<file path="src/hw/rtl/tgs_pkg.sv">
// Shared types, constants and table builders for the tempo-synced gain shaper.
// Used by every module under hw/rtl; depends on nothing else.
package tgs_pkg;

  // Field widths fixed by the interface
  localparam int FRAME_W    = 48;
  localparam int SAMPLE_W   = 24;
  localparam int GAIN_W     = 16;
  localparam int PHASE_W    = 32;
  localparam int MIX_W      = 16;
  localparam int COUNT_W    = 3;
  localparam int POINT_W    = 49;
  localparam int PX_W       = 17;
  localparam int PY_W       = 16;
  localparam int CFG_IDX_W  = 3;
  localparam int CFG_DATA_W = 49;

  // Defaults for the top-level parameters
  localparam int DEF_MAX_POINTS       = 5;
  localparam int DEF_CURVE_TABLE_SIZE = 256;

  // Queue between front and back
  localparam int QUEUE_DEPTH = 4;
  localparam int QUEUE_AW    = 2;

  // Quotient bits of the segment position
  localparam int DIV_STEPS = 16;

  // Arithmetic constants
  localparam logic [GAIN_W-1:0] UNITY_Q15       = 16'h8000;
  localparam logic [MIX_W-1:0]  MIX_FLOOR       = 16'd33;
  localparam logic [14:0]       CURVE_POS_SCALE = 15'd29491;

  // Register indexes
  localparam logic [CFG_IDX_W-1:0] REG_PHASE_STEP = 3'd0;
  localparam logic [CFG_IDX_W-1:0] REG_MIX_AMOUNT = 3'd1;
  localparam logic [CFG_IDX_W-1:0] REG_POINT_CNT  = 3'd2;
  localparam int                   REG_POINT_BASE = 3;

  // Register reset values
  localparam logic [PHASE_W-1:0] RST_PHASE_STEP = 32'd194783;
  localparam logic [MIX_W-1:0]   RST_MIX_AMOUNT = 16'd32768;
  localparam logic [COUNT_W-1:0] RST_POINT_CNT  = 3'd3;
  localparam logic [POINT_W-1:0] RST_POINT_ONE  = 49'd140741783339008;
  localparam logic [POINT_W-1:0] RST_POINT_TWO  = 49'd4295032832;

  typedef struct packed {
    logic [FRAME_W-1:0]         frame_number;
    logic signed [SAMPLE_W-1:0] in_left;
    logic signed [SAMPLE_W-1:0] in_right;
  } in_item_t;

  typedef struct packed {
    logic signed [SAMPLE_W-1:0] out_left;
    logic signed [SAMPLE_W-1:0] out_right;
    logic [GAIN_W-1:0]          effective_gain;
  } out_item_t;

  typedef struct packed {
    logic [PHASE_W-1:0] phase_step;
    logic [MIX_W-1:0]   mix_amount;
    logic [COUNT_W-1:0] point_count;
  } cfg_t;

  typedef enum logic [1:0] {
    KIND_UNITY,
    KIND_FLAT,
    KIND_CURVE
  } kind_t;

  // Classified frame handed from front to back
  typedef struct packed {
    kind_t                      kind;
    logic [GAIN_W-1:0]          flat_g;
    logic [PX_W-1:0]            num;
    logic [PX_W-1:0]            den;
    logic [PY_W-1:0]            y0;
    logic [PY_W-1:0]            dy;
    logic                       dy_neg;
    logic signed [15:0]         curve;
    logic [SAMPLE_W-1:0]        left;
    logic [SAMPLE_W-1:0]        right;
  } seg_item_t;

  // Bitwise integer square root, elaboration only
  function automatic logic [63:0] isqrt64(logic [63:0] v);
    logic [63:0] res;
    logic [63:0] rem;
    logic [63:0] bitv;
    res  = '0;
    rem  = v;
    bitv = 64'd1 << 62;
    for (int j = 0; j < 32; j++) begin
      if (rem >= res + bitv) begin
        rem = rem - (res + bitv);
        res = (res >> 1) + bitv;
      end else begin
        res = res >> 1;
      end
      bitv = bitv >> 2;
    end
    return res;
  endfunction

  // log2 of a Q2.30 mantissa by repeated squaring, Q0.16 result
  function automatic logic [15:0] log_entry(logic [63:0] x0);
    logic [63:0] x;
    logic [15:0] y;
    x = x0;
    y = '0;
    for (int i = 1; i <= 16; i++) begin
      x = (x * x) >> 30;
      if (x >= (64'd2 << 30)) begin
        x = x >> 1;
        y[16-i] = 1'b1;
      end
    end
    return y;
  endfunction

  // 2^(-fr/65536) from a product of square-root powers, Q1.16 result
  function automatic logic [16:0] exp_entry(logic [15:0] fr);
    logic [63:0] roots [17];
    logic [63:0] acc;
    roots[0] = 64'd1 << 29;
    for (int i = 1; i <= 16; i++) roots[i] = isqrt64(roots[i-1] << 30);
    acc = 64'd1 << 30;
    for (int i = 1; i <= 16; i++) begin
      if (fr[16-i]) acc = (acc * roots[i]) >> 30;
    end
    return 17'(acc >> 14);
  endfunction

endpackage

</file>
<file path="src/hw/rtl/tgs_front.sv">
// Front end: beat phase multiply and breakpoint segment classification.
// Depends on tgs_pkg; feeds tgs_queue.
module tgs_front #(
  parameter int MAX_POINTS = tgs_pkg::DEF_MAX_POINTS
) (
  input  logic                     clk,
  input  logic                     rst_n,
  input  logic                     in_valid,
  output logic                     in_ready,
  input  tgs_pkg::in_item_t        in_item,
  input  tgs_pkg::cfg_t            cfg,
  input  logic [tgs_pkg::POINT_W-1:0] points [MAX_POINTS],
  output logic                     q_valid,
  input  logic                     q_ready,
  output tgs_pkg::seg_item_t       q_item
);
  import tgs_pkg::*;

  logic               en;
  logic               f1_v_r;
  in_item_t           f1_item_r;
  logic [15:0]        p_r;
  logic [PHASE_W-1:0] frac;
  logic               f2_v_r;
  seg_item_t          seg_r;
  seg_item_t          seg_nxt;
  logic [COUNT_W-1:0] cnt;
  logic [PX_W-1:0]    p17;
  logic [PX_W-1:0]    xlast;
  logic [PY_W-1:0]    ylast;
  logic               found;
  logic [PX_W-1:0]    pt_x [MAX_POINTS];
  logic [PY_W-1:0]    pt_y [MAX_POINTS];
  logic [15:0]        pt_c [MAX_POINTS];

  // Unpack breakpoints
  always_comb begin
    for (int j = 0; j < MAX_POINTS; j++) begin
      pt_x[j] = points[j][16:0];
      pt_y[j] = points[j][32:17];
      pt_c[j] = points[j][48:33];
    end
  end

  // Advance both stages together unless the queue holds us back
  assign en       = !f2_v_r || q_ready;
  assign in_ready = en;

  // Low 32 bits of frame times step; the phase is its top half
  assign frac = in_item.frame_number[PHASE_W-1:0] * cfg.phase_step;

  assign cnt = (cfg.point_count > COUNT_W'(MAX_POINTS)) ? COUNT_W'(MAX_POINTS)
                                                       : cfg.point_count;
  assign p17 = {1'b0, p_r};

  // Classify the phase against the curve
  always_comb begin
    seg_nxt        = '0;
    seg_nxt.left   = f1_item_r.in_left;
    seg_nxt.right  = f1_item_r.in_right;
    seg_nxt.kind   = KIND_FLAT;
    seg_nxt.flat_g = UNITY_Q15;
    found          = 1'b0;
    xlast          = pt_x[0];
    ylast          = pt_y[0];
    for (int j = 1; j < MAX_POINTS; j++) begin
      if (cnt == COUNT_W'(j + 1)) begin
        xlast = pt_x[j];
        ylast = pt_y[j];
      end
    end
    if (cfg.mix_amount < MIX_FLOOR || cfg.point_count == '0) begin
      seg_nxt.kind = KIND_UNITY;
    end else if (p17 <= pt_x[0]) begin
      seg_nxt.flat_g = pt_y[0];
    end else if (p17 >= xlast) begin
      seg_nxt.flat_g = ylast;
    end else begin
      for (int i = 0; i < MAX_POINTS - 1; i++) begin
        if (!found && cnt > COUNT_W'(i + 1) && p17 >= pt_x[i] && p17 < pt_x[i+1]) begin
          found         = 1'b1;
          seg_nxt.kind  = KIND_CURVE;
          seg_nxt.num   = p17 - pt_x[i];
          seg_nxt.den   = pt_x[i+1] - pt_x[i];
          seg_nxt.y0    = pt_y[i];
          seg_nxt.curve = pt_c[i];
          if (pt_y[i+1] >= pt_y[i]) begin
            seg_nxt.dy     = pt_y[i+1] - pt_y[i];
            seg_nxt.dy_neg = 1'b0;
          end else begin
            seg_nxt.dy     = pt_y[i] - pt_y[i+1];
            seg_nxt.dy_neg = 1'b1;
          end
        end
      end
    end
  end

  // Hold stage valids
  always_ff @(posedge clk) begin
    if (!rst_n) begin
      f1_v_r <= 1'b0;
      f2_v_r <= 1'b0;
    end else if (en) begin
      f1_v_r <= in_valid;
      f2_v_r <= f1_v_r;
    end
  end

  // Stage payloads
  always_ff @(posedge clk) begin
    if (en) begin
      f1_item_r <= in_item;
      p_r       <= frac[31:16];
      seg_r     <= seg_nxt;
    end
  end

  assign q_valid = f2_v_r;
  assign q_item  = seg_r;

endmodule

</file>
<file path="config.mk">
export PLATFORM = sky130hd
export DESIGN_NAME = tgs_front
export DESIGN_NICKNAME = d
export VERILOG_FILES = /design/src/hw/rtl/tgs_pkg.sv /design/src/hw/rtl/tgs_front.sv
export SDC_FILE = /design/constraint.sdc
export NUM_CORES = 2
export LEC_CHECK = 0
export ABC_AREA = 1
export BUFFER_PORTS_ARGS = -buffer_cell sky130_fd_sc_hd__buf_4
export CAP_MARGIN = 25
export CORE_AREA = 2 2 271 273
export DETAILED_ROUTE_END_ITERATION = 10
export DIE_AREA = 0 0 273 275
export GPL_TIMING_DRIVEN = 0
export PLACE_DENSITY = 0.84
export SETUP_SLACK_MARGIN = 0.5
export SYNTH_ARGS = -nofsm -noshare
export SYNTH_HDL_FRONTEND = slang
export SYNTH_SLANG_ARGS = --single-unit
</file>
<file path="constraint.sdc">
create_clock -name clk -period 13.38 [get_ports clk]
set_input_delay 0.669 -clock clk [delete_from_list [all_inputs] [get_ports clk]]
set_output_delay 0.669 -clock clk [all_outputs]
set_load 0.02 [all_outputs]
</file>
==> impl_metrics.yaml <==
outcome:
  status: "finished, final reports clean"
place:
  gp_congestion: 1.12
  post-dp-hpwl_mm: 152
  io_buffers: 490
timing:
  max_freq_mhz: 129
  finalHoldViolCount: 0
  relSlewSlack_pct: 23.1
  whs_ns: 0.289
  tns_ns: 0
  finalSetupViolations: 0
  skew_ns: 0.0307
  min_period_over_period_pct: 57.9
  finalMaxSlewViolations: 0
  tightest_slew_ns: 1.15
  rsz0062_at_grt: "false"
  finalCriticalPeriod_ns: 7.75
power:
  leakage_nw: 28.1
  power.density_nw_per_um2: 312
  p_total_mw: 15.1
  peakVddDrop_uv: 872
finish:
  final_cell_mix: "nand2_1 (1813), inv_1 (1229), buf_4 (495)"
  nets: 7952
  drive_gt1_share_pct: 10.2
  final_common_cell: "nand2_1"
  fillers: 6286
  syn2layout_area_growth_pct: 13.0
hold_path:
  min_path_type: "in -> reg"
cts:
  post_cts_resized: 0
  clk_path_buf_depth: 3
  clock_sinks: 215
  tritoncts: "done"
  cts_max_level: 1
  ctsHoldBuffers: 0
  cts-root-buf: "clkbuf_16"
  cts_setup_buffers: 0
  clk_pin_slew_ns: 0.07
  cts_buffers: 21
  insertion_delay_ns: 0.55
routing:
  wl_mm: 180
  firstDrtPassIters: 9
  route.detailed.drc: 0
  avgRoutedWirePerCell_um: 23.4
  dr.first_iter.drc_count: 5291
  drtAntennaViolNets: 0
  routed_via_density: 5.88
  vias: 45329
global_routing:
  grt_pass1_vias: 43765
  grt_first_pass_wirelength_mm: 263
  grt_max_degree: 138
  antenna_found_initial: 4
  grt.total_usage_pct: 47.0
  grt_overflow_total: 0
synthesis:
  synth_cells: 6215
  synth_edf_count: 213
  synth-compound-area-share_pct: 9.24
  synth_top_family_by_area: "adder cells"
  syn_area_um2: 42900
  synth-adder-area-share_pct: 31.5
  ys_warn_count: 0
  synthMuxAreaShare_pct: 0
  postSynth.asyncResetShare_pct: 0
  ys_seq_elements: 215
  ys.flop_type: "edfxtp_1"
  syn-num-nets: 7437
  synthDistinctLibCells: 59
  syn_area_per_cell_um2: 6.91
  synth-xor-area-share_pct: 3.94
  ys_seq_area_share_pct: 15.0
  synth-simple-area-share_pct: 26.9
die:
  ios: 547
  coreArea_um2: 72300
  die-height_um: 275
  rows: 99
  initial_core_util_pct: 59.4
  dieArea_um2: 75100
  die_x_um: 273
critical_path:
  cp_max_fo: 10
  cp.required_ns: 13.69
  crit_type: "in -> reg"
  cp-start-kind: "primary input"
  cp.arrival_ns: 8.06
  cp-end-kind: "flop"
run:
  drv_cap: 0
## power breakdown
part           total (mW)  internal (mW)  leakage, nW  switching [mW]
sequential           1.47           1.31         2.37           0.156
clock               0.576          0.310        0.310           0.266
combinational        13.1           4.81         25.4            8.28
## cells by family after synthesis
family	Yosys count
AOI/OAI and AO/OA	715
and+or+nand+nor	2786
xor gates and xnor gates	193
DFF	215
buffers and inverters	1480
adders and majority gates	826
## worst paths after layout
check,start,end,slack (ns),depth (start not counted)
max,in_item[50],p_r[15],5.63,25
min,in_item[0],f1_item_r[0],0.29,1
max reg2reg,p_r[12],q_item[70],9.07,14
min reg2reg,f1_item_r[25],q_item[25],0.42,0
## layer usage
metal	GRT usage, %	vias to the layer above	share of wire [%]	wire length [µm]
li1	-	20345	-	-
met1	56.2	20926	35	62800
met2	73.0	3186	43	77300
met3	14.3	864	14	24400
met4	32.2	8	8.6	15500
met5	0	-	0.068	122
## cell type report
type / count / area [µm²] / area share [%]
Antenna cell: 2 / 5.00 / 0.0103
Buffer: 228 / 1080 / 2.23
Clock buffer: 27 / 548 / 1.13
Clock inverter: 9 / 83.8 / 0.173
Inverter: 1252 / 4710 / 9.70
Multi-Input combinational cell: 4520 / 30700 / 63.3
Sequential cell: 215 / 6440 / 13.3
Tap cell: 959 / 1200 / 2.47
Timing Repair Buffer: 492 / 3720 / 7.67
## critical path, cell delays in order
cell and delay, ns:
buf_4 0.10, clkbuf_1 0.74, clkbuf_1 0.85, nand2_1 0.19
fa_1 0.50, fa_1 0.39, fa_1 0.50, inv_1 0.06
fa_1 0.54, inv_1 0.06, fa_1 0.51, fa_1 0.44
fa_1 0.49, inv_1 0.05, fa_1 0.59, ha_1 0.42
nand2_1 0.07, nor2_1 0.11, nand2_1 0.10, nor4_1 0.19
nand2_1 0.09, nand2_1 0.21, inv_1 0.08, nand2_1 0.07
nand2_1 0.06
## state kept, by name, indices dropped and copies added (netlist names)
| name | count |
|---|---|
| q_item | 149 |
| q_valid | 1 |
| p_r | 16 |
| f1_item_r | 48 |
| f1_v_r | 1 |
## per-stage QoR
| step | std cells | worst slack, ns | util (%) | area, µm² |
|---|---|---|---|---|
| final | 7704 | 5.63 | 67.0 | 48500 |
| after detailed placement | 7665 | 5.37 | 66.1 | 47800 |
| after floorplan | 6215 | 6.57 | - | 42900 |
| after global routing | 7702 | 5.54 | 67.0 | 48500 |
| after global placement | 7664 | 5.42 | 66.1 | 47800 |
| after CTS | 7701 | 5.91 | 67.0 | 48500 |
## Yosys cell counts (12+ instances only)
cell	instances	area share [%]
nand3_1	384	4.5
clkbuf_1	120	1.0
nor2_1	386	3.4
fa_1	423	20
xor2_1	140	2.9
ha_1	403	12
inv_2	20	0.17
a21oi_1	352	4.1
edfxtp_1	213	15
nor3_1	35	0.41
or2_2	17	0.25
o22ai_1	19	0.28
inv_1	1230	11
xnor2_1	53	1.1
buf_2	57	0.66
clkbuf_2	17	0.20
nand3b_1	37	0.65
o21bai_1	20	0.35
o21a_1	12	0.21
a21o_1	25	0.44
a22oi_1	21	0.37
buf_1	14	0.12
nand4_1	57	0.83
nand2_1	1813	16
o21ai_0	196	2.3
buf_6	15	0.39
o221ai_1	18	0.37
No activity file was read; power rests on OpenSTA's default activity.
