<file path="src/hw/rtl/tgs_pkg.sv">
// Shared types, constants and table builders for the tempo-synced gain shaper.
// Used by every module under hw/rtl; depends on nothing else.
package tgs_pkg;

  // Field widths fixed by the interface
  localparam int FRAME_W    = 48;
  localparam int SAMPLE_W   = 24;
  localparam int GAIN_W     = 16;
  localparam int PHASE_W    = 32;
  localparam int MIX_W      = 16;
  localparam int COUNT_W    = 3;
  localparam int POINT_W    = 49;
  localparam int PX_W       = 17;
  localparam int PY_W       = 16;
  localparam int CFG_IDX_W  = 3;
  localparam int CFG_DATA_W = 49;

  // Defaults for the top-level parameters
  localparam int DEF_MAX_POINTS       = 5;
  localparam int DEF_CURVE_TABLE_SIZE = 256;

  // Queue between front and back
  localparam int QUEUE_DEPTH = 4;
  localparam int QUEUE_AW    = 2;

  // Quotient bits of the segment position
  localparam int DIV_STEPS = 16;

  // Arithmetic constants
  localparam logic [GAIN_W-1:0] UNITY_Q15       = 16'h8000;
  localparam logic [MIX_W-1:0]  MIX_FLOOR       = 16'd33;
  localparam logic [14:0]       CURVE_POS_SCALE = 15'd29491;

  // Register indexes
  localparam logic [CFG_IDX_W-1:0] REG_PHASE_STEP = 3'd0;
  localparam logic [CFG_IDX_W-1:0] REG_MIX_AMOUNT = 3'd1;
  localparam logic [CFG_IDX_W-1:0] REG_POINT_CNT  = 3'd2;
  localparam int                   REG_POINT_BASE = 3;

  // Register reset values
  localparam logic [PHASE_W-1:0] RST_PHASE_STEP = 32'd194783;
  localparam logic [MIX_W-1:0]   RST_MIX_AMOUNT = 16'd32768;
  localparam logic [COUNT_W-1:0] RST_POINT_CNT  = 3'd3;
  localparam logic [POINT_W-1:0] RST_POINT_ONE  = 49'd140741783339008;
  localparam logic [POINT_W-1:0] RST_POINT_TWO  = 49'd4295032832;

  typedef struct packed {
    logic [FRAME_W-1:0]         frame_number;
    logic signed [SAMPLE_W-1:0] in_left;
    logic signed [SAMPLE_W-1:0] in_right;
  } in_item_t;

  typedef struct packed {
    logic signed [SAMPLE_W-1:0] out_left;
    logic signed [SAMPLE_W-1:0] out_right;
    logic [GAIN_W-1:0]          effective_gain;
  } out_item_t;

  typedef struct packed {
    logic [PHASE_W-1:0] phase_step;
    logic [MIX_W-1:0]   mix_amount;
    logic [COUNT_W-1:0] point_count;
  } cfg_t;

  typedef enum logic [1:0] {
    KIND_UNITY,
    KIND_FLAT,
    KIND_CURVE
  } kind_t;

  // Classified frame handed from front to back
  typedef struct packed {
    kind_t                      kind;
    logic [GAIN_W-1:0]          flat_g;
    logic [PX_W-1:0]            num;
    logic [PX_W-1:0]            den;
    logic [PY_W-1:0]            y0;
    logic [PY_W-1:0]            dy;
    logic                       dy_neg;
    logic signed [15:0]         curve;
    logic [SAMPLE_W-1:0]        left;
    logic [SAMPLE_W-1:0]        right;
  } seg_item_t;

  // Bitwise integer square root, elaboration only
  function automatic logic [63:0] isqrt64(logic [63:0] v);
    logic [63:0] res;
    logic [63:0] rem;
    logic [63:0] bitv;
    res  = '0;
    rem  = v;
    bitv = 64'd1 << 62;
    for (int j = 0; j < 32; j++) begin
      if (rem >= res + bitv) begin
        rem = rem - (res + bitv);
        res = (res >> 1) + bitv;
      end else begin
        res = res >> 1;
      end
      bitv = bitv >> 2;
    end
    return res;
  endfunction

  // log2 of a Q2.30 mantissa by repeated squaring, Q0.16 result
  function automatic logic [15:0] log_entry(logic [63:0] x0);
    logic [63:0] x;
    logic [15:0] y;
    x = x0;
    y = '0;
    for (int i = 1; i <= 16; i++) begin
      x = (x * x) >> 30;
      if (x >= (64'd2 << 30)) begin
        x = x >> 1;
        y[16-i] = 1'b1;
      end
    end
    return y;
  endfunction

  // 2^(-fr/65536) from a product of square-root powers, Q1.16 result
  function automatic logic [16:0] exp_entry(logic [15:0] fr);
    logic [63:0] roots [17];
    logic [63:0] acc;
    roots[0] = 64'd1 << 29;
    for (int i = 1; i <= 16; i++) roots[i] = isqrt64(roots[i-1] << 30);
    acc = 64'd1 << 30;
    for (int i = 1; i <= 16; i++) begin
      if (fr[16-i]) acc = (acc * roots[i]) >> 30;
    end
    return 17'(acc >> 14);
  endfunction

endpackage

</file>
<file path="src/hw/rtl/tgs_queue.sv">
// Short queue of classified frames between front and back.
// Depends on tgs_pkg for the entry type and depth.
module tgs_queue (
  input  logic                clk,
  input  logic                rst_n,
  input  logic                push_valid,
  output logic                push_ready,
  input  tgs_pkg::seg_item_t  push_item,
  output logic                pop_valid,
  input  logic                pop_ready,
  output tgs_pkg::seg_item_t  pop_item
);
  import tgs_pkg::*;

  seg_item_t           slot_r [QUEUE_DEPTH];
  logic [QUEUE_AW-1:0] wr_ptr_r;
  logic [QUEUE_AW-1:0] rd_ptr_r;
  logic [QUEUE_AW:0]   count_r;
  logic                push;
  logic                pop;

  assign push_ready = (count_r != (QUEUE_AW+1)'(QUEUE_DEPTH));
  assign pop_valid  = (count_r != '0);
  assign push       = push_valid && push_ready;
  assign pop        = pop_valid && pop_ready;
  assign pop_item   = slot_r[rd_ptr_r];

  // Advance pointers and fill level
  always_ff @(posedge clk) begin
    if (!rst_n) begin
      wr_ptr_r <= '0;
      rd_ptr_r <= '0;
      count_r  <= '0;
    end else begin
      if (push) wr_ptr_r <= wr_ptr_r + 1'b1;
      if (pop)  rd_ptr_r <= rd_ptr_r + 1'b1;
      if (push && !pop)      count_r <= count_r + 1'b1;
      else if (pop && !push) count_r <= count_r - 1'b1;
    end
  end

  // Store entries
  always_ff @(posedge clk) begin
    if (push) slot_r[wr_ptr_r] <= push_item;
  end

endmodule

</file>
<file path="config.mk">
export PLATFORM = sky130hd
export DESIGN_NAME = tgs_queue
export DESIGN_NICKNAME = d
export VERILOG_FILES = /design/src/hw/rtl/tgs_pkg.sv /design/src/hw/rtl/tgs_queue.sv
export SDC_FILE = /design/constraint.sdc
export NUM_CORES = 1
export LEC_CHECK = 0
export ABC_AREA = 1
export BUFFER_PORTS_ARGS = -buffer_cell sky130_fd_sc_hd__buf_2
export CAP_MARGIN = 20
export CORE_MARGIN = 8
export CORE_UTILIZATION = 25
export CTS_BUF_LIST = sky130_fd_sc_hd__clkbuf_8
export DETAILED_ROUTE_END_ITERATION = 8
export HOLD_SLACK_MARGIN = 0.03
export PLACE_DENSITY = 0.39
export RECOVER_POWER = 25
export SETUP_SLACK_MARGIN = 0.3
export SYNTH_ARGS = -nofsm -noshare
export SYNTH_HDL_FRONTEND = slang
export SYNTH_SLANG_ARGS = --single-unit
</file>
<file path="constraint.sdc">
create_clock -name clk -period 18.6 [get_ports clk]
set_clock_uncertainty 0.1 [all_clocks]
set_input_delay 1.86 -clock clk [delete_from_list [all_inputs] [get_ports clk]]
set_output_delay 1.86 -clock clk [all_outputs]
set_load 0.01 [all_outputs]
</file>
==> results of run 1 <==
[registers in the layout, summed over array words and instances (netlist names), named ones only]
name and cells:
wr_ptr_r 2, rd_ptr_r 2, count_r 3, slot_r 596
[worst max-delay path: cells and delay by family, from the launching register on]
kind	cells	cell delay, ns
compound gates	2	0.42
flops	1	0.51
buf+inv	4	1.68
[kinds of logic after synthesis]
logic type | Yosys count | synth area share [%]
and+or+nand+nor | 332 | 5.57
AOI/OAI and AO/OA | 451 | 10.8
DFF | 605 | 80.2
adders and majority gates | 6 | 0.366
buffers and inverters | 113 | 3.02
xor gates and xnor gates | 1 | 0.0388
[per-layer routing]
layer	routed length (microns)	track usage [%]	part of all wire, %
met5	48	0	0.077
met4	1690	4.89	2.7
met3	4170	4.07	6.7
met2	31200	20.9	50
met1	25200	13.4	40
[where the power goes]
group	internal, uW	switching (uW)
Combinational	259	608
Clock	581	542
Sequential	1660	46.9
[final timing paths]
path / from / end / slack [ns]
hold reg to reg: rd_ptr_r[1] / flip-flop / 0.41
hold / removal: rd_ptr_r[1] / flip-flop / 0.41
setup reg to reg: count_r[0] / slot_r[2][50] / 14.70
setup / recovery: flip-flop / pop_item[94] / 12.97
[cell type report]
class	instances	area (sq um)
clock buffers	112	1540
clock inverters	78	389
repair buffers	325	1580
inverters	16	70.1
multi-input cells	790	3820
well taps	1176	1470
diodes	10	25.0
fillers	9139	62800
flip-flops and latches	605	18100
[placed cells by master, fill, tap and decap left out, drive strengths merged, types with 9 or more instances in the layout]
| cell type | netlist | layout |
|---|---|---|
| nand2 | 15 | 15 |
| o22ai | 149 | 149 |
| nor2 | 312 | 312 |
| inv | 16 | 61 |
| clkbuf | 29 | 209 |
| dfxtp | 9 | 9 |
| diode | 0 | 10 |
| buf | 68 | 228 |
| clkinv | 0 | 29 |
| edfxtp | 596 | 596 |
| o21ai | 299 | 299 |
[per-stage QoR]
step	cell area, sq um	cells	setup WS, ns
final	27000	3112	12.97
after global routing	27000	3106	12.66
after CTS	27100	3101	12.70
after detailed placement	25100	2911	13.23
after global placement	25100	2911	13.19
after floorplan	22500	1508	9.68
==> metrics.yaml, run 1 <==
cts_num_sinks: 605
postCtsSetupBuffers: 0
cts_buffers: 110
cp_cell_sequence: "inv_8 -> buf_4 -> buf_16 -> o21ai_1 -> o22ai_1 -> buf_2"
antenna_found_initial: 14
hold_buffers: 0
setup_violations: 0
fin_util_pct: 30.1
yosys_warnings: 0
rows: 110
clkTransAtPathRegs_ns: 0.06
dr.pass1.iters: 6
syn2layout_area_growth_pct: 19.7
yosysTopAreaCellShare_pct: 79.4
drtAntennaViolNets: 0
routedWlPerCell_microns: 20.0
postSynth.asyncResetShare_pct: 0
synthFlopType: "edfxtp_1"
max_slew_margin_pct: 27.4
cp.arrival_ns: 3.67
critPathMaxFanout: 130
gr-total-overflow: 0
die_y_microns: 316
totalWireLength_mm: 62.3
cp_data_required_time_ns: 16.64
end_kind: "primary output"
maxSlewViolCount: 0
synthTopCellsByArea: "edfxtp_1 79%, nor2_1 5.2%, o21ai_0 4.6%"
fin_crit_ns: 5.63
gp_congestion: 0.677
die_w_microns: 316
grt_use_total_pct: 12.0
yosysTopAreaCell: "edfxtp_1"
grt_pass1_vias: 14000
fmax_mhz: 178
tightest_slew_ns: 1.09
p_leak_uw: 0.00910
start_kind: "flip-flop"
fin_setup_tns_ns: 0
synthTopCellsByCount: "596 x edfxtp_1, 312 x nor2_1, 207 x o21ai_0"
synth_area_sq_um: 22500
drt-vias-per-instance: 4.35
via_count: 13500
avgSynthCellArea_sq_um: 15.0
clk_latency_ns: 0.73
whs_ns: 0.410
drt_iter0_markers: 713
vdd_drop_max_v: 0.0000584
start_util_pct: 25.1
drc: 0
fin_crit_sh_pct: 30.3
htree_num_levels: 3
grt_pass1_wl_mm: 89.8
netlist_instances: 1508
ys_seq_area_share_pct: 80.2
hold_depth: 2
io_buffers: 303
cts_resized: 0
slowest_stage: "buf_4"
num-nets-final: 2007
io_pins: 304
die-area_sq_um: 100000
synth_nets: 1667
grt_max_degree: 131
p_total_uw: 3700
synthDistinctLibCells: 21
max_stage_delay_ns: 0.61
critPathKind: "flip-flop to primary output"
dp_hpwl_mm: 34.0
drv_cap: 0
cts.path.max_buffers: 3
final_hold_viol_count: 0
root_buffer: "clkbuf_8"
synth_edf_count: 596
drive_above_1_share_pct: 18.7
power_density_nw_per_um2: 137
hp-class: "flip-flop to flip-flop"
synth-seq-cells: 605
reg2reg_depth: 7
status: "finished, final reports clean"
core_area_sq_um: 89700
cts_tree: "done"
yosysMostFrequentCell: "edfxtp_1"
rsz0062_at_grt: "false"
No activity file was read; power rests on OpenSTA's default activity.
==> inputs of run 2 (changes only) <==
- ABC_AREA: 1 -> 0
- clock period: 18.6 -> 5.63 ns (I/O delays scaled with it)
==> run 2 against run 1 <==
Compared with the run above: sequential power increased to 3.3 times the previous value; synthesized cell count decreased by 45%; core utilization increased by 2.5 points; total power increased to 3.3 times the previous value; clock power increased to 3.3 times the previous value; routed wire length decreased by 16%; combinational power increased to 3.3 times the previous value; global-route usage decreased by 1.5 points.
==> metrics.yaml, run 2 <==
top_regs: "slot_r: 596 flops, count_r: 3 flops"
grt_pass1_wl_mm: 77.7  # -13%
hold-path-endpoint: "wr_ptr_r[1]"
layout_common_cells: "596 x edfxtp_1, 214 x buf_2, 150 x dlygate4sd3_1"
synth-seq-cells: 605  # unchanged
synth_compound_area_share_pct: 0.182  # -11 points
die_w_microns: 313  # -1.2%
dr_wl_met2_mm: 25.6  # -18%
gp_congestion: 0.639  # -5.7%
maxSlewViolCount: 0  # unchanged
wl_met3_mm: 3.36  # -20%
hold_depth: 3  # +1
yosysMostFrequentCell: "edfxtp_1"
synth_area_sq_um: 22000  # -2.5%
rows: 108  # -1.8%
cts_tree: "done"
clk_latency_ns: 0.69  # -0.04 ns
critPathKind: "flip-flop to primary output"
cts_num_sinks: 605  # unchanged
top_layer: "met5"
yosysTopAreaCellShare_pct: 81.4  # +2.1 points
p_total_uw: 12200  # +230%
synthTopCellsByArea: "edfxtp_1 81%, mux4_2 15%, dfxtp_1 0.82%"
synthTopCellsByCount: "596 x edfxtp_1, 149 x mux4_2, 16 x buf_2"
hp-class: "primary input to flip-flop"
synth_top_family_by_area: "multiplexers"
grt_pass1_vias: 12300  # -12%
grt_use_total_pct: 10.5  # -1.5 points
dr.pass1.iters: 4  # -2
postSynth.asyncResetShare_pct: 0  # unchanged
via_count: 10700  # -21%
drtAntennaViolNets: 0  # unchanged
totalWireLength_mm: 52.1  # -16%
fmax_mhz: 290
drc: 0  # unchanged
num-nets-final: 1527  # -24%
postCtsSetupBuffers: 0  # unchanged
worstReg2RegEnd: "slot_r[2][116]"
die_y_microns: 313  # -1.2%
drt-vias-per-instance: 4.10  # -5.7%
p_leak_uw: 0.00926  # +1.8%
dp_hpwl_mm: 30.1  # -11%
rrSetupSlack_ns: 2.92  # -11.78 ns
reg2reg_depth: 4  # -3
rsz0062_at_grt: "false"
antenna_found_initial: 6  # -8
die-area_sq_um: 97700  # -2.4%
status: "finished, final reports clean"
regMostFlops: "slot_r"
fin_util_pct: 32.5  # +2.5 points
final_common_cell: "edfxtp_1"
yosys.area_share.simple_pct: 0.416  # -5.1 points
met1Wirelength_mm: 21.5  # -14%
drv_cap: 0  # unchanged
start_kind: "flip-flop"
cts_buffers: 106  # -3.6%
ys_seq_area_share_pct: 82.2  # +2.1 points
root_buffer: "clkbuf_8"
yosysTopAreaCell: "edfxtp_1"
setup_violations: 0  # unchanged
syn2layout_area_growth_pct: 28.7
synth_xor_area_share_pct: 0.159  # +0.12 points
grt_max_degree: 76  # -42%
power_density_nw_per_um2: 432  # +220%
drive_above_1_share_pct: 35.2  # +16 points
synthFlopType: "edfxtp_1"
cp.arrival_ns: 2.79  # -0.88 ns
io_buffers: 303  # unchanged
fin_crit_ns: 3.45
gr-total-overflow: 0  # unchanged
core_area_sq_um: 86900  # -3.2%
fin_setup_tns_ns: 0  # unchanged
synthDistinctLibCells: 22  # +4.8%
routedWlPerCell_microns: 20.0  # -0.12%
largest_reg_flops: 596  # unchanged
htree_num_levels: 3  # unchanged
fin_crit_sh_pct: 61.3
synth_fa_ha_area_share_pct: 0.376  # +0.0095 points
vdd_drop_max_v: 0.000236  # +300%
drt_iter0_markers: 468  # -34%
final_hold_viol_count: 0  # unchanged
r2r-start: "count_r[0]"
place_area_sq_um: 24900  # -0.72%
tightest_slew_ns: 0.826  # -0.263 ns
whs_ns: 0.243  # -0.167 ns
io_pins: 304  # unchanged
cp_data_required_time_ns: 4.97  # -11.67 ns
final_cell_area_sq_um: 28300  # +4.8%
netlist_instances: 827  # -45%
synth_edf_count: 596  # unchanged
synth_nets: 986  # -41%
yosys_warnings: 0  # unchanged
end_kind: "primary output"
clkTransAtPathRegs_ns: 0.07  # about the same
synthMuxAreaShare_pct: 15.4  # +15 points
hold_start: "push_valid"
max_slew_margin_pct: 44.9  # +18 points
start_util_pct: 25.3  # +0.17 points
avgSynthCellArea_sq_um: 26.6  # +78%
cts.path.max_buffers: 3  # unchanged
critPathMaxFanout: 48  # -63%
[run 2: cell types whose count changed after synthesis, sizes merged, moves of 8 or more]
cell    delta
inv       -13
buf       -38
o21ai    -298
and2       +8
clkbuf    -24
nand2     -10
o22ai    -149
nor2     -311
mux4     +149
[run 2: cell type report]
cell class | count | area, sq um
clock buffers | 108 | 1490
repair buffers | 468 | 3140
clock inverters | 77 | 450
inverters | 3 | 11.3
flip-flops and latches | 605 | 18100
fillers | 8416 | 58600
well taps | 1155 | 1450
diodes | 5 | 12.5
multi-input cells | 184 | 3640
[run 2: power by group]
group	internal, uW	switching, uW	total [uW]
sequential	5470	191	5660
clock	1990	1710	3700
combinational	1340	1500	2840
[run 2: layer usage]
metal,track usage (%),vias up
met3,3.59,119
met1,12.4,5599
met5,0,-
met2,17.6,279
met4,3.84,4
li1,-,4687
[run 2: cell families after synthesis]
logic type	Yosys count
muxes	152
AOI/OAI and AO/OA	5
and+or+nand+nor	17
buffers and inverters	38
DFF	605
adders and majority gates	6
xor gates and xnor gates	4
[run 2: how the worst max path moves through the flow]
stage	start	end	slack [ns]	cells past startpoint
finish	flip-flop	pop_item[58]	2.18	3
floorplan	push_valid	slot_r[2][0]	0.71	2
global route	flip-flop	pop_item[58]	1.90	3
CTS	flip-flop	pop_item[67]	1.96	3
detailed placement	push_valid	slot_r[2][123]	2.76	4
global placement	push_valid	slot_r[2][33]	2.76	4
[run 2: repair_timing]
item | CTS | global route
resized for setup | 0 | 0
hold buffers | 150 | 0
endpoints found under the hold margin | 604 | 0
[run 2: per-stage QoR]
| stage | cells | worst slack [ns] |
|---|---|---|
| finish | 2605 | 2.18 |
| global route | 2603 | 1.90 |
| CTS | 2600 | 1.96 |
| detailed placement | 2265 | 2.76 |
| global placement | 2265 | 2.76 |
| floorplan | 827 | 0.708 |
[run 2: worst max-delay path, cell delays in order (launching register included)]
cell,delay [ns]
dfxtp_4,0.80
buf_12,0.45
mux4_2,0.59
buf_2,0.16
==> inputs of run 3 (changes only) <==
- ABC_AREA: 0 -> 1
- clock period: 5.63 -> 3.2 ns (I/O delays scaled with it)
==> run 3 against run 2 <==
Compared with the run above: global-route usage up 1.7 points; final cell count rose by 26%; sequential power up 74%; critical endpoint is now pop_item[142]; first-iteration DRC count rose by 49%; sequential share of layout area down 1.4 points.
==> metrics.yaml, run 3 (same netlist as run 1, synthesis figures left out) <==
via_count: 14300  # +33%
place_ws_ns: 1.04  # -1.72 ns
vdd_drop_max_v: 0.000420  # +78%
cts_num_sinks: 605  # unchanged
switching_share_pct: 32.1  # +4.3 points
hold-path-endpoint: "slot_r[3][127]"
die-area_sq_um: 100000  # +2.5%
fin_crit_sh_pct: 86.3
htree_num_levels: 3  # unchanged
start_util_pct: 25.1  # -0.17 points
cts.path.max_buffers: 3  # unchanged
grt_max_degree: 112  # +47%
r2r-start: "count_r[0]"
rows: 110  # +1.9%
die_y_microns: 316  # +1.2%
critPathMaxFanout: 97  # +100%
final_cell_area_sq_um: 28900  # +2.3%
rsz0062_at_grt: "true"
postCtsSetupBuffers: 0  # unchanged
power_switching_uw: 7020  # +110%
p_int_uw: 14800  # +68%
final_common_cell: "edfxtp_1"
io_pins: 304  # unchanged
drive_above_1_share_pct: 18.6  # -17 points
fmax_mhz: 362
fin_crit_ns: 2.76
gr-total-overflow: 0  # unchanged
syn2layout_area_growth_pct: 28.3
grt_pass1_wl_mm: 93.2  # +20%
end_kind: "primary output"
start_kind: "flip-flop"
hp-class: "primary input to flip-flop"
max_slew_margin_pct: 43.5  # -1.5 points
regMostFlops: "slot_r"
final_hold_viol_count: 0  # unchanged
max_stage_delay_ns: 0.46  # -0.34 ns
grt_use_total_pct: 12.2  # +1.7 points
reg2reg_depth: 5  # +1
worstReg2RegEnd: "slot_r[2][49]"
path_buf_inv: 2  # unchanged
root_buffer: "clkbuf_8"
drv_cap: 0  # unchanged
top_regs: "slot_r: 596 flops, count_r: 3 flops"
p_leak_uw: 0.00989  # +6.8%
power_density_nw_per_um2: 755  # +75%
tightest_slew_ns: 0.846  # +0.0201 ns
num-nets-final: 2173  # +42%
cts_buffers: 108  # +1.9%
core_area_sq_um: 89700  # +3.3%
drt-vias-per-instance: 4.35  # +5.9%
drt_iter0_markers: 698  # +49%
place_area_sq_um: 25600  # +2.5%
totalWireLength_mm: 63.2  # +21%
largest_reg_flops: 596  # unchanged
dr.pass1.iters: 5  # +1
seqPwrFrac_pct: 45.0  # -1.4 points
clockPowerShare_pct: 29.6  # -0.8 points
clk_latency_ns: 0.67  # -0.02 ns
setup_violations: 0  # unchanged
rrSetupSlack_ns: 1.16  # -1.76 ns
cp_data_required_time_ns: 2.78  # -2.19 ns
maxSlewViolCount: 0  # unchanged
gp_congestion: 0.715  # +12%
drc: 0  # unchanged
antenna_found_initial: 5  # -1
grt_pass1_vias: 14900  # +21%
die_w_microns: 316  # +1.2%
status: "finished, final reports clean"
setup_slack_ns: 0.438  # -1.74 ns
cp_cell_sequence: "buf_16 -> o21ai_0 -> o22ai_1 -> buf_2"
layout_common_cells: "596 x edfxtp_1, 307 x nor2_1, 212 x buf_2"
cp.arrival_ns: 2.34  # -0.45 ns
hold_depth: 2  # -1
nFillCells: 9061  # +7.7%
p_comb_share_pct: 25.4  # +2.1 points
cts_tree: "done"
hold_start: "push_item[127]"
dr_wl_met2_mm: 31.7  # +24%
top_layer: "met5"
slowest_stage: "dfxtp_4"
routedWlPerCell_microns: 19.3  # -3.6%
met1Wirelength_mm: 26.4  # +22%
drtAntennaViolNets: 0  # unchanged
critPathKind: "flip-flop to primary output"
clkTransAtPathRegs_ns: 0.05  # -0.02 ns
wl_met3_mm: 3.39  # +0.92%
critical_path.top_delay_family: "compound AO/OA/AOI/OAI gates"
io_buffers: 303  # unchanged
dp_hpwl_mm: 35.0  # +16%
run 3: power groups by stage:
stage / clock network (uW) / logic (uW) / registers (uW)
final: 6470 / 5540 / 9830
after global routing: 7060 / 6170 / 9890
after CTS: 6800 / 5810 / 9830
after detailed placement: 0 / 5630 / 9980
after global placement: 0 / 5590 / 9970
after floorplan: 0 / 3120 / 9980
run 3: how the worst max path moves through the flow:
stage,depth (start not counted),to,from,slack (ns)
after global placement,6,pop_item[21],flip-flop,1.07
final,4,pop_item[142],flip-flop,0.44
after floorplan,4,slot_r[0][0],count_r[0],-0.18
after detailed placement,5,pop_item[57],flip-flop,1.04
after CTS,6,pop_item[21],flip-flop,0.32
after global routing,4,pop_item[6],flip-flop,0.27
run 3: per-stage QoR:
stage / instances / setup TNS [ns] / util (%) / total power (uW) / hold slack, ns
final: 3279 / 0 / 32.2 / 21800 / 0.295
after global routing: 3276 / 0 / 32.2 / 23100 / 0.254
after CTS: 3275 / 0 / 32.3 / 22400 / 0.158
after detailed placement: 2928 / 0 / 28.5 / 15600 / 0.396
after global placement: 2928 / 0 / 28.5 / 15600 / 0.392
after floorplan: 1508 / -101.55 / - / 13100 / 0.319
run 3: final cells by class:
cell class                      instances  area [sq um]  share of cell area (%)
Antenna cell                            4          10.0                  0.0346
Inverter                               16          78.8                   0.272
Clock inverter                         84           408                    1.41
Multi-Input combinational cell        790          3830                    13.2
Timing Repair Buffer                  493          3520                    12.2
Clock buffer                          111          1530                    5.28
Tap cell                             1176          1470                    5.09
Sequential cell                       605         18100                    62.5
run 3: worst reg2reg max path: cells and delay by family (launching register included):
kind / cells / cell delay (ns)
buf+inv: 1 / 0.29
flops: 1 / 0.37
simple gates: 4 / 0.93
run 3: metal layers:
| metal | up-vias | global-route usage, % |
|---|---|---|
| li1 | 6749 | - |
| met1 | 7063 | 14.3 |
| met2 | 324 | 21.7 |
| met3 | 112 | 3.10 |
| met4 | 2 | 4.22 |
| met5 | - | 0 |
run 3: what timing repair did:
action | in CTS | in global routing
hold buffers | 152 | 0
gates resized for setup | 1 | 2
gates cloned | 0 | 0
endpoints found under the hold margin | 609 | 0
setup endpoints to repair | 24 | 11
